### config.mk
export PLATFORM = sky130hd
export DESIGN_NAME = sstf_disk_request_scheduler_core_flat
export DESIGN_NICKNAME = d
export VERILOG_FILES = /design/src/hdl/sstf_pkg.sv /design/src/hdl/sstf_req_if.sv /design/src/hdl/sstf_rsp_if.sv /design/src/hdl/sstf_disk_request_scheduler_core.sv /design/src/hdl/sstf_entry_queue.sv /design/src/flat_wrapper.sv
export SDC_FILE = /design/constraint.sdc
export NUM_CORES = 1
export LEC_CHECK = 0
export BUFFER_PORTS_ARGS = -buffer_cell sky130_fd_sc_hd__buf_2
export CORE_MARGIN = 3
export CORE_UTILIZATION = 68
export DETAILED_ROUTE_END_ITERATION = 10
export GPL_ROUTABILITY_DRIVEN = 0
export PLACE_DENSITY = 0.85
export RECOVER_POWER = 25
export SETUP_SLACK_MARGIN = 0.15
export SYNTH_ARGS = -nofsm -noshare
export SYNTH_HDL_FRONTEND = slang
export SYNTH_SLANG_ARGS = --single-unit
export TNS_END_PERCENT = 50
### constraint.sdc
create_clock -name clock -period 12.35 [get_ports clock]
set_input_delay 3.705 -clock clock [delete_from_list [all_inputs] [get_ports clock]]
set_output_delay 3.705 -clock clock [all_outputs]
set_load 0.01 [all_outputs]
### src/hdl/sstf_pkg.sv
// Shared constants, codes and structs of the shortest-seek-first request scheduler.
// Used by the channel interfaces, the entry queue and the top level.
`default_nettype none

package sstf_pkg;

   localparam int QUEUE_DEPTH    = 16;
   localparam int TRACK_BITS     = 16;
   localparam int MAX_REQUESTERS = 16;

   localparam int REQ_W     = $clog2(MAX_REQUESTERS);
   localparam int IDX_W     = $clog2(QUEUE_DEPTH);
   localparam int COUNT_W   = $clog2(QUEUE_DEPTH + 1);
   localparam int CFG_W     = 5;
   localparam int CMP_W     = (CFG_W > COUNT_W) ? CFG_W : COUNT_W;
   localparam int CSR_IDX_W = 1;

   typedef enum logic [CSR_IDX_W-1:0] {
      CSR_MAX_QUEUE_DEPTH = 1'b0,
      CSR_NUM_REQUESTERS  = 1'b1
   } csr_index_type;

   localparam logic RESULT_SERVICED = 1'b0;
   localparam logic RESULT_REJECTED = 1'b1;

   localparam logic [CFG_W-1:0] MAX_DEPTH_RESET = CFG_W'(16);
   localparam logic [CFG_W-1:0] NUM_REQ_RESET   = CFG_W'(16);

   typedef struct packed {
      logic [REQ_W-1:0]      requester;
      logic [TRACK_BITS-1:0] track;
      logic                  last_req;
   } entry_type;

   // top level -> entry queue
   typedef struct packed {
      logic                  insert;
      logic [REQ_W-1:0]      ins_req;
      logic [TRACK_BITS-1:0] ins_track;
      logic                  ins_last;
      logic                  scan_start;
      logic                  retire;
      logic [TRACK_BITS-1:0] head_track;
   } q_cmd_type;

   // entry queue -> top level
   typedef struct packed {
      logic                  dup;
      logic                  slot_found;
      logic [COUNT_W-1:0]    count;
      logic                  scan_done;
      logic                  best_found;
      logic [REQ_W-1:0]      best_requester;
      logic [TRACK_BITS-1:0] best_track;
      logic                  best_last;
   } q_stat_type;

endpackage

`default_nettype wire

### src/hdl/sstf_req_if.sv
// Request channel: valid/ready handshake with one disk request per beat.
// Depends on sstf_pkg for field widths.
`default_nettype none

interface sstf_req_if;
   import sstf_pkg::*;

   logic                  valid;
   logic                  ready;
   logic [REQ_W-1:0]      requester_id;
   logic [TRACK_BITS-1:0] track;
   logic                  final_request;

   modport source (output valid, output requester_id, output track, output final_request,
                   input ready);
   modport sink   (input valid, input requester_id, input track, input final_request,
                   output ready);
endinterface

`default_nettype wire

### src/hdl/sstf_rsp_if.sv
// Result channel: valid/ready handshake with one serviced or rejected request per beat.
// Depends on sstf_pkg for field widths.
`default_nettype none

interface sstf_rsp_if;
   import sstf_pkg::*;

   logic                  valid;
   logic                  ready;
   logic                  result_kind;
   logic [REQ_W-1:0]      served_requester;
   logic [TRACK_BITS-1:0] served_track;
   logic                  last_of_run;

   modport source (output valid, output result_kind, output served_requester,
                   output served_track, output last_of_run, input ready);
   modport sink   (input valid, input result_kind, input served_requester,
                   input served_track, input last_of_run, output ready);
endinterface

`default_nettype wire

### src/hdl/sstf_disk_request_scheduler_core.sv
// Shortest-seek-first disk request scheduler, top level: control, head/live state, output.
// Depends on sstf_pkg, sstf_req_if, sstf_rsp_if and sstf_entry_queue.
//
// req_chan carries one disk request per beat (requester, track, final flag).
// rsp_chan returns results: a serviced request (kind 0) or a rejected input
// (kind 1, duplicate requester or full queue). last_of_run marks the last
// result caused by one input; an input that is queued without service gives none.
// csr_we/csr_index/csr_wdata write max_queue_depth (0) and num_requesters (1);
// a num_requesters write also reloads the live count. Write only while idle.
// Timing: an item is evaluated the cycle after its beat; a queued item with no
// service then frees the input, a rejected one does so once the output register
// is free. Each service is a scan of all 16 entries through the single read port
// of the entry memory (pipelined read, distance and compare), then the winner is
// retired and emitted once the output register is free.
// One item is worked on at a time; the next beat is taken when back in idle,
// even while the last result still waits in the output register.
// When rsp_chan stalls, the block holds with the pending result and resumes.
// Reset (synchronous): queue empty, head at track 0, depth and live count 16.
`default_nettype none

module sstf_disk_request_scheduler_core (
   input  wire logic                     clock,
   input  wire logic                     reset,
   sstf_req_if.sink                      req_chan,
   sstf_rsp_if.source                    rsp_chan,
   input  wire logic                     csr_we,
   input  wire sstf_pkg::csr_index_type  csr_index,
   input  wire logic [sstf_pkg::CFG_W-1:0] csr_wdata
);
   import sstf_pkg::*;

   typedef enum logic [1:0] {
      ST_IDLE,
      ST_EVAL,
      ST_SCAN,
      ST_SERVE
   } state_type;

   state_type state_ff;

   logic [REQ_W-1:0]      in_req_ff;
   logic [TRACK_BITS-1:0] in_track_ff;
   logic                  in_last_ff;

   logic [CFG_W-1:0]      depth_ff;
   logic [CFG_W-1:0]      live_ff;
   logic [CFG_W-1:0]      live_in;
   logic [TRACK_BITS-1:0] head_ff;

   logic                  rsp_valid_ff;
   logic                  rsp_kind_ff;
   logic [REQ_W-1:0]      rsp_req_ff;
   logic [TRACK_BITS-1:0] rsp_track_ff;
   logic                  rsp_last_ff;

   q_cmd_type  q_cmd;
   q_stat_type q_stat;

   logic             out_free;
   logic             rsp_load;
   logic [CMP_W-1:0] limit_now;
   logic [CMP_W-1:0] limit_next;
   logic [CMP_W-1:0] count_now;
   logic [CMP_W-1:0] count_plus;
   logic [CMP_W-1:0] count_less;
   logic             reject;
   logic             go_scan;
   logic             more_service;

   function automatic logic [CMP_W-1:0] queue_limit(input logic [CFG_W-1:0] depth,
                                                    input logic [CFG_W-1:0] live);
      logic [CMP_W-1:0] lim;
      lim = CMP_W'(depth);
      if (CMP_W'(live) < lim) begin
         lim = CMP_W'(live);
      end
      if (CMP_W'(QUEUE_DEPTH) < lim) begin
         lim = CMP_W'(QUEUE_DEPTH);
      end
      return lim;
   endfunction

   sstf_entry_queue u_queue (
      .clock (clock),
      .reset (reset),
      .cmd   (q_cmd),
      .stat  (q_stat)
   );

   always_comb begin
      out_free   = !rsp_valid_ff || rsp_chan.ready;
      count_now  = CMP_W'(q_stat.count);
      count_plus = count_now + CMP_W'(1);
      count_less = count_now - CMP_W'(1);
      limit_now  = queue_limit(depth_ff, live_ff);
      // a zero limit takes the request and services it at once
      reject     = q_stat.dup || !q_stat.slot_found ||
                   ((count_now >= limit_now) && (limit_now != '0));
      go_scan    = count_plus >= limit_now;

      live_in = live_ff;
      if (q_stat.best_last && (live_ff != '0)) begin
         live_in = live_ff - CFG_W'(1);
      end
      limit_next   = queue_limit(depth_ff, live_in);
      more_service = (count_less != '0) && (count_less >= limit_next);

      rsp_load = out_free &&
                 (((state_ff == ST_EVAL) && reject) || (state_ff == ST_SERVE));

      q_cmd.insert     = (state_ff == ST_EVAL) && !reject;
      q_cmd.ins_req    = in_req_ff;
      q_cmd.ins_track  = in_track_ff;
      q_cmd.ins_last   = in_last_ff;
      q_cmd.retire     = (state_ff == ST_SERVE) && out_free;
      q_cmd.scan_start = (q_cmd.insert && go_scan) || (q_cmd.retire && more_service);
      q_cmd.head_track = head_ff;
   end

   always_ff @(posedge clock) begin
      if (reset) begin
         state_ff     <= ST_IDLE;
         rsp_valid_ff <= 1'b0;
         depth_ff     <= MAX_DEPTH_RESET;
         live_ff      <= NUM_REQ_RESET;
         head_ff      <= '0;
      end else begin
         if (rsp_load) begin
            rsp_valid_ff <= 1'b1;
         end else if (rsp_chan.ready) begin
            rsp_valid_ff <= 1'b0;
         end
         if (csr_we) begin
            case (csr_index)
               CSR_MAX_QUEUE_DEPTH: depth_ff <= csr_wdata;
               CSR_NUM_REQUESTERS:  live_ff  <= csr_wdata;
               default: ;
            endcase
         end
         case (state_ff)
            ST_IDLE: begin
               if (req_chan.valid) begin
                  in_req_ff   <= req_chan.requester_id;
                  in_track_ff <= req_chan.track;
                  in_last_ff  <= req_chan.final_request;
                  state_ff    <= ST_EVAL;
               end
            end
            ST_EVAL: begin
               if (reject) begin
                  if (out_free) begin
                     rsp_kind_ff  <= RESULT_REJECTED;
                     rsp_req_ff   <= in_req_ff;
                     rsp_track_ff <= in_track_ff;
                     rsp_last_ff  <= 1'b1;
                     state_ff     <= ST_IDLE;
                  end
               end else if (go_scan) begin
                  state_ff <= ST_SCAN;
               end else begin
                  state_ff <= ST_IDLE;
               end
            end
            ST_SCAN: begin
               if (q_stat.scan_done) begin
                  state_ff <= ST_SERVE;
               end
            end
            ST_SERVE: begin
               // hold the winner until the output register frees up
               if (out_free) begin
                  rsp_kind_ff  <= RESULT_SERVICED;
                  rsp_req_ff   <= q_stat.best_requester;
                  rsp_track_ff <= q_stat.best_track;
                  rsp_last_ff  <= !more_service;
                  head_ff      <= q_stat.best_track;
                  live_ff      <= live_in;
                  state_ff     <= more_service ? ST_SCAN : ST_IDLE;
               end
            end
            default: state_ff <= ST_IDLE;
         endcase
      end
   end

   assign req_chan.ready            = (state_ff == ST_IDLE);
   assign rsp_chan.valid            = rsp_valid_ff;
   assign rsp_chan.result_kind      = rsp_kind_ff;
   assign rsp_chan.served_requester = rsp_req_ff;
   assign rsp_chan.served_track     = rsp_track_ff;
   assign rsp_chan.last_of_run      = rsp_last_ff;

   a_beat_to_eval: assert property (@(posedge clock) disable iff (reset)
      (req_chan.valid && req_chan.ready) |=> (state_ff == ST_EVAL))
      else $error("accepted beat did not move control to evaluation");

   a_scan_finds_entry: assert property (@(posedge clock) disable iff (reset)
      q_stat.scan_done |-> ((state_ff == ST_SCAN) && q_stat.best_found))
      else $error("scan finished outside scan state or without a valid entry");

   a_head_follows_service: assert property (@(posedge clock) disable iff (reset)
      ((state_ff == ST_SERVE) && out_free) |=>
         (rsp_valid_ff && (rsp_kind_ff == RESULT_SERVICED) && (head_ff == rsp_track_ff)))
      else $error("head track does not match the serviced request");

endmodule

`default_nettype wire

### src/hdl/sstf_entry_queue.sv
// Pending-request store: entry memory, valid/age/pending bits and the nearest-track scan.
// Depends on sstf_pkg.
`default_nettype none

module sstf_entry_queue (
   input  wire logic               clock,
   input  wire logic               reset,
   input  wire sstf_pkg::q_cmd_type cmd,
   output sstf_pkg::q_stat_type    stat
);
   import sstf_pkg::*;

   localparam logic [IDX_W-1:0] LAST_IDX = IDX_W'(QUEUE_DEPTH - 1);

   entry_type mem [QUEUE_DEPTH];
   entry_type rd_data_ff;

   logic [QUEUE_DEPTH-1:0]    valid_ff, valid_in;
   logic [MAX_REQUESTERS-1:0] pending_ff, pending_in;
   logic [IDX_W-1:0]          age_ff [QUEUE_DEPTH];
   logic [IDX_W-1:0]          age_in [QUEUE_DEPTH];
   logic [COUNT_W-1:0]        count_ff, count_in;

   logic [IDX_W-1:0] slot;
   logic             slot_found;

   logic                  scan_active_ff;
   logic [IDX_W-1:0]      rd_addr_ff;
   logic                  s1_vld_ff;
   logic [IDX_W-1:0]      s1_idx_ff;
   logic                  s2_vld_ff;
   logic                  s2_last_ff;
   logic                  s2_ok_ff;
   logic [IDX_W-1:0]      s2_idx_ff;
   logic [IDX_W-1:0]      s2_age_ff;
   entry_type             s2_entry_ff;
   logic [TRACK_BITS-1:0] s2_dist_ff;
   logic [TRACK_BITS-1:0] seek_gap;
   logic                  better;
   logic                  best_found_ff;
   logic [IDX_W-1:0]      best_idx_ff;
   logic [IDX_W-1:0]      best_age_ff;
   entry_type             best_entry_ff;
   logic [TRACK_BITS-1:0] best_dist_ff;
   logic                  scan_done_ff;

   // lowest free entry
   always_comb begin
      slot       = '0;
      slot_found = 1'b0;
      for (int i = QUEUE_DEPTH - 1; i >= 0; i--) begin
         if (!valid_ff[i]) begin
            slot       = IDX_W'(i);
            slot_found = 1'b1;
         end
      end
   end

   always_ff @(posedge clock) begin
      if (cmd.insert) begin
         mem[slot] <= '{requester: cmd.ins_req, track: cmd.ins_track,
                        last_req: cmd.ins_last};
      end
      rd_data_ff <= mem[rd_addr_ff];
   end

   always_comb begin
      valid_in   = valid_ff;
      pending_in = pending_ff;
      count_in   = count_ff;
      for (int i = 0; i < QUEUE_DEPTH; i++) begin
         age_in[i] = age_ff[i];
      end
      if (cmd.insert) begin
         valid_in[slot]            = 1'b1;
         pending_in[cmd.ins_req]   = 1'b1;
         age_in[slot]              = count_ff[IDX_W-1:0];
         count_in                  = count_ff + COUNT_W'(1);
      end
      if (cmd.retire) begin
         valid_in[best_idx_ff]              = 1'b0;
         pending_in[best_entry_ff.requester] = 1'b0;
         count_in                            = count_ff - COUNT_W'(1);
         // close the gap in arrival rank left by the retired entry
         for (int i = 0; i < QUEUE_DEPTH; i++) begin
            if (valid_ff[i] && (age_ff[i] > best_age_ff)) begin
               age_in[i] = age_ff[i] - IDX_W'(1);
            end
         end
      end
   end

   always_ff @(posedge clock) begin
      if (reset) begin
         valid_ff   <= '0;
         pending_ff <= '0;
         count_ff   <= '0;
      end else begin
         valid_ff   <= valid_in;
         pending_ff <= pending_in;
         count_ff   <= count_in;
      end
      for (int i = 0; i < QUEUE_DEPTH; i++) begin
         age_ff[i] <= age_in[i];
      end
   end

   always_comb begin
      if (rd_data_ff.track >= cmd.head_track) begin
         seek_gap = rd_data_ff.track - cmd.head_track;
      end else begin
         seek_gap = cmd.head_track - rd_data_ff.track;
      end
      better = !best_found_ff || (s2_dist_ff < best_dist_ff) ||
               ((s2_dist_ff == best_dist_ff) && (s2_age_ff < best_age_ff));
   end

   // scan: read address, distance stage, compare stage
   always_ff @(posedge clock) begin
      if (reset) begin
         scan_active_ff <= 1'b0;
         rd_addr_ff     <= '0;
         s1_vld_ff      <= 1'b0;
         s2_vld_ff      <= 1'b0;
         s2_last_ff     <= 1'b0;
         scan_done_ff   <= 1'b0;
         best_found_ff  <= 1'b0;
      end else begin
         s1_vld_ff    <= scan_active_ff;
         s2_vld_ff    <= s1_vld_ff;
         s2_last_ff   <= s1_vld_ff && (s1_idx_ff == LAST_IDX);
         scan_done_ff <= s2_vld_ff && s2_last_ff;
         if (cmd.scan_start) begin
            scan_active_ff <= 1'b1;
            rd_addr_ff     <= '0;
            best_found_ff  <= 1'b0;
         end else begin
            if (scan_active_ff) begin
               rd_addr_ff <= rd_addr_ff + IDX_W'(1);
               if (rd_addr_ff == LAST_IDX) begin
                  scan_active_ff <= 1'b0;
               end
            end
            if (s2_vld_ff && s2_ok_ff && better) begin
               best_found_ff <= 1'b1;
            end
         end
      end
      s1_idx_ff   <= rd_addr_ff;
      s2_idx_ff   <= s1_idx_ff;
      s2_ok_ff    <= valid_ff[s1_idx_ff];
      s2_age_ff   <= age_ff[s1_idx_ff];
      s2_entry_ff <= rd_data_ff;
      s2_dist_ff  <= seek_gap;
      if (s2_vld_ff && s2_ok_ff && better) begin
         best_idx_ff   <= s2_idx_ff;
         best_age_ff   <= s2_age_ff;
         best_entry_ff <= s2_entry_ff;
         best_dist_ff  <= s2_dist_ff;
      end
   end

   assign stat.dup            = pending_ff[cmd.ins_req];
   assign stat.slot_found     = slot_found;
   assign stat.count          = count_ff;
   assign stat.scan_done      = scan_done_ff;
   assign stat.best_found     = best_found_ff;
   assign stat.best_requester = best_entry_ff.requester;
   assign stat.best_track     = best_entry_ff.track;
   assign stat.best_last      = best_entry_ff.last_req;

endmodule

`default_nettype wire

### src/flat_wrapper.sv
// flat-port wrapper written by rule: the top's interface ports become plain ports
module sstf_disk_request_scheduler_core_flat import sstf_pkg::*;
  (clock, reset, csr_we, csr_index, csr_wdata, req_chan_valid, req_chan_requester_id, req_chan_track, req_chan_final_request, req_chan_ready, rsp_chan_valid, rsp_chan_result_kind, rsp_chan_served_requester, rsp_chan_served_track, rsp_chan_last_of_run, rsp_chan_ready);
  sstf_req_if req_chan_i ();
  sstf_rsp_if rsp_chan_i ();
  input  wire logic clock;
  input  wire logic reset;
  input  wire logic csr_we;
  input  wire sstf_pkg::csr_index_type csr_index;
  input  wire logic [sstf_pkg::CFG_W-1:0] csr_wdata;
  input wire logic [$bits(req_chan_i.valid)-1:0] req_chan_valid;
  input wire logic [$bits(req_chan_i.requester_id)-1:0] req_chan_requester_id;
  input wire logic [$bits(req_chan_i.track)-1:0] req_chan_track;
  input wire logic [$bits(req_chan_i.final_request)-1:0] req_chan_final_request;
  output wire logic [$bits(req_chan_i.ready)-1:0] req_chan_ready;
  output wire logic [$bits(rsp_chan_i.valid)-1:0] rsp_chan_valid;
  output wire logic [$bits(rsp_chan_i.result_kind)-1:0] rsp_chan_result_kind;
  output wire logic [$bits(rsp_chan_i.served_requester)-1:0] rsp_chan_served_requester;
  output wire logic [$bits(rsp_chan_i.served_track)-1:0] rsp_chan_served_track;
  output wire logic [$bits(rsp_chan_i.last_of_run)-1:0] rsp_chan_last_of_run;
  input wire logic [$bits(rsp_chan_i.ready)-1:0] rsp_chan_ready;
  assign req_chan_i.valid = req_chan_valid;
  assign req_chan_i.requester_id = req_chan_requester_id;
  assign req_chan_i.track = req_chan_track;
  assign req_chan_i.final_request = req_chan_final_request;
  assign req_chan_ready = req_chan_i.ready;
  assign rsp_chan_valid = rsp_chan_i.valid;
  assign rsp_chan_result_kind = rsp_chan_i.result_kind;
  assign rsp_chan_served_requester = rsp_chan_i.served_requester;
  assign rsp_chan_served_track = rsp_chan_i.served_track;
  assign rsp_chan_last_of_run = rsp_chan_i.last_of_run;
  assign rsp_chan_i.ready = rsp_chan_ready;
  sstf_disk_request_scheduler_core u_core (.clock(clock), .reset(reset), .req_chan(req_chan_i), .rsp_chan(rsp_chan_i), .csr_we(csr_we), .csr_index(csr_index), .csr_wdata(csr_wdata));
endmodule
==> impl_metrics.py <==
metrics = {
    "clock_tree": {
        "post_cts_buffers": 0,
        "clk_pin_slew_worst_paths_ns": 0.07,
        "ctsResizeCount": 0,
        "cts_inserted_buffers": 59,
        "ctsRootBufferMaster": "clkbuf_16",
        "ctsHoldBuffers": 0,
        "insertion_delay_ns": 0.65,
        "clock_sinks": 635,
        "htree_levels": 2,
        "ctsLongestPathBuffers": 3,
        "cts_tree": "built",
    },
    "critical_path": {
        "cpPeakStageDelay_ns": 0.63,
        "path_class": "reg -> reg",
        "critPathArrivalTime_ns": 5.98,
        "cp_top_family": "simple AND/OR/NAND/NOR gates",
        "path_cells": "inv_1, ha_1, nand3_1, o21ai_2, mux2i_1, nor2_1, nor2_1, ha_1, nand2b_1, a21o_1, a211o_1, a21oi_1, a21o_1, nand2_1, nor4_2, buf_4",
        "timing.critical_path.buf_inv": 2,
        "cp_max_fo": 21,
        "critPathRequiredTime_ns": 12.63,
        "worstSetupStartpointType": "flip-flop",
        "slowest_stage": "nor4_2",
        "worstSetupEndpointType": "flip-flop",
    },
    "sta": {
        "fin_crit_ns": 5.705,
        "finClkSkew_ns": 0.03648,
        "fin_hold_ws_ns": 0.3413,
        "setup_violations": 0,
        "slew_viol_final": 72,
        "setup_tns_ns": 0,
        "relSlewSlack": -0.4493,
        "clock.fmax_ghz": 0.1753,
        "worst_pin_slew_ns": 2.174,
        "fin_crit_sh": 0.4620,
        "hold_viol_final": 0,
        "rsz0062_at_grt": "false",
    },
    "power_and_ir_drop": {
        "leakagePower_nw": 11.25,
        "vdd_ir_drop_max_mv": 0.2194,
        "power-per-cell-area_nw_per_um2": 150.6,
        "power.total_mw": 4.772,
    },
    "synthesis": {
        "yosysWarnings": 0,
        "async_flop_share": 0,
        "synth_enable_flop_cells": 424,
        "synth_top_area_frac": 0.4408,
        "synthTopCellsByArea": "edfxtp_1 (44%), dfxtp_1 (15%), mux4_2 (10%)",
        "syn_nets": 2314,
        "netlist_area_um2": 28880,
        "ys.flop_type": "edfxtp_1",
        "synthDistinctLibCells": 67,
        "ys_ff_latch": 635,
        "synth.largest_area_cell": "edfxtp_1",
        "syn_inst": 2122,
        "syn_area_per_cell_um2": 13.61,
        "yosysSeqAreaShare": 0.5870,
    },
    "floorplanning": {
        "io-pin-count": 56,
        "die_h_um": 212.1,
        "start_util": 0.6979,
        "fp.coreArea_um2": 41390,
        "fp.dieW_um": 212.1,
        "die-area_um2": 44990,
        "rows": 74,
    },
    "detailed_routing": {
        "drtPass1Iterations": 7,
        "via_per_inst": 7.252,
        "drtIter0Drc": 3108,
        "antenna_left": 0,
        "routedWlPerCell_um": 29.39,
        "drc_errors": 0,
        "totalWireLength_um": 81160,
        "vias": 20020,
    },
    "finish": {
        "fillers": 2263,
        "final_util": 0.7655,
        "design_area_um2": 31680,
        "regArea_um2": 16970,
        "diodes": 0,
        "fin_nets": 2370,
        "drive_gt1_frac": 0.1718,
        "area_growth_pct": 9.690,
        "multi_input_area_um2": 11170,
    },
    "global_route": {
        "grt.total_usage": 0.3659,
        "grt_pass1_vias": 19780,
        "grt_pass1_wl_um": 121800,
        "antenna_found_initial": 5,
        "grt.overflow.total": 0,
        "grt_max_degree": 73,
    },
    "flow_run": {
        "drv_cap": 3,
    },
    "run_status": {
        "violations": "capacitance limit, slew limit",
        "status": "finished, violations left",
    },
    "place": {
        "portBuffers": 55,
        "place_hpwl_um": 47280,
        "place_area_um2": 29770,
    },
    "hold_path": {
        "holdCritPathClass": "reg -> reg",
    },
}
## cell type report
class / instances / area share
inverter: 123 / 0.01457
tap: 532 / 0.02101
clock buffer: 76 / 0.05023
timing repair buffer: 86 / 0.01544
multi-input combinational: 1273 / 0.3524
sequential: 635 / 0.5355
clock inverter: 36 / 0.01086
## placed cells by master, fill, tap and decap left out, types with 10 or more instances in the layout
| cell | count |
|---|---|
| dfxtp_1 | 208 |
| and3_1 | 19 |
| nand4_1 | 36 |
| buf_2 | 55 |
| nand2_1 | 139 |
| nor2_1 | 98 |
| a31oi_1 | 20 |
| inv_1 | 122 |
| a21oi_1 | 106 |
| o2111ai_1 | 14 |
| or2_2 | 29 |
| o21a_1 | 38 |
| o221ai_1 | 13 |
| ha_1 | 158 |
| nor3_1 | 48 |
| nand2b_1 | 21 |
| nor2b_1 | 38 |
| o21ai_0 | 32 |
| a311o_1 | 12 |
| xor2_1 | 12 |
| mux4_2 | 134 |
| o211ai_1 | 11 |
| edfxtp_1 | 424 |
| a311oi_1 | 13 |
| mux2i_1 | 21 |
| a221oi_1 | 10 |
| xnor2_1 | 16 |
| clkinv_1 | 13 |
| buf_4 | 26 |
| a211oi_1 | 42 |
| clkbuf_1 | 18 |
| clkbuf_16 | 60 |
| a21o_1 | 34 |
| nand3_1 | 39 |
| mux2_2 | 28 |
## registers in the layout, summed over array words and instances, names as in the netlist, 16 cells and up
| name | flops |
|---|---|
| u_core.rsp_chan.served_track | 16 |
| u_core.in_track_ff | 16 |
| u_core.u_queue.valid_ff | 16 |
| u_core.u_queue.stat | 21 |
| u_core.u_queue.s2_dist_ff | 16 |
| u_core.u_queue.pending_ff | 16 |
| u_core.u_queue.best_dist_ff | 16 |
| u_core.head_ff | 16 |
| u_core.u_queue.mem | 336 |
| u_core.u_queue.rd_data_ff | 21 |
| u_core.u_queue.age_ff | 64 |
| u_core.u_queue.s2_entry_ff | 21 |
## routing by layer
layer / wire, µm / global-route usage / vias to the layer above
met5: 26 / 0 / -
met4: 5029 / 0.1880 / 4
met3: 9949 / 0.09045 / 409
met2: 38000 / 0.5780 / 1645
met1: 28150 / 0.4783 / 9677
li1: - / - / 8288
## synthesized netlist by cell type (7+ instances only)
cell type    n
edfxtp_1   424
dfxtp_1    211
ha_1       158
nand2_1    139
mux4_2     134
inv_1      122
a21oi_1    106
nor2_1     101
clkbuf_1    71
nor3_1      49
a211oi_1    42
nand3_1     39
nor2b_1     39
o21a_1      38
nand4_1     36
a21o_1      34
o21ai_0     32
or2_2       29
mux2_2      28
mux2i_1     21
nand2b_1    21
a31oi_1     20
and3_1      20
xnor2_1     16
o2111ai_1   14
o221ai_1    14
a311oi_1    13
buf_1       13
a311o_1     12
xor2_1      12
o211ai_1    11
a221oi_1    10
nor4_1       9
and3b_1      8
nor3b_1      7
## power by group
group	leakage, nW	internal, mW	switching [mW]
sequential	5.55	2.35	0.0879
clock	0.926	1.02	0.838
combinational	4.77	0.202	0.278
## path summary, 6_finish.rpt
| kind | slack [ns] | cells after the start | from | end |
|---|---|---|---|---|
| min | 0.34 | 0 | u_core.u_queue.rd_data_ff[19]$_DFF_P_ | u_core.u_queue.s2_entry_ff[19]$_DFF_P_ |
| min reg2reg | 0.34 | 0 | u_core.u_queue.rd_data_ff[19]$_DFF_P_ | u_core.u_queue.s2_entry_ff[19]$_DFF_P_ |
| max | 6.64 | 16 | u_core.depth_ff[4]$_SDFFE_PP1P_ | u_core.u_queue.mem[14][7]$_DFFE_PP_ |
| max reg2reg | 6.64 | 16 | u_core.depth_ff[4]$_SDFFE_PP1P_ | u_core.u_queue.mem[14][7]$_DFFE_PP_ |
## metrics by stage
step                instances  setup WS, ns
floorplan                2122         6.251
global placement         2649         6.560
detailed placement       2649         6.467
CTS                      2761         6.828
global route             2761         6.261
finish                   2761         6.645
## kinds of logic after synthesis
family	count (synthesis)	synth area share
multiplexers	183	0.1227
AO/OA/AOI/OAI	379	0.09071
flip-flops	635	0.5870
XOR/XNOR	28	0.008490
buffers and inverters	214	0.02850
AND/OR/NAND/NOR	523	0.09274
adder cells (fa/ha/maj)	160	0.06983
(Power assumes the default switching activity.)
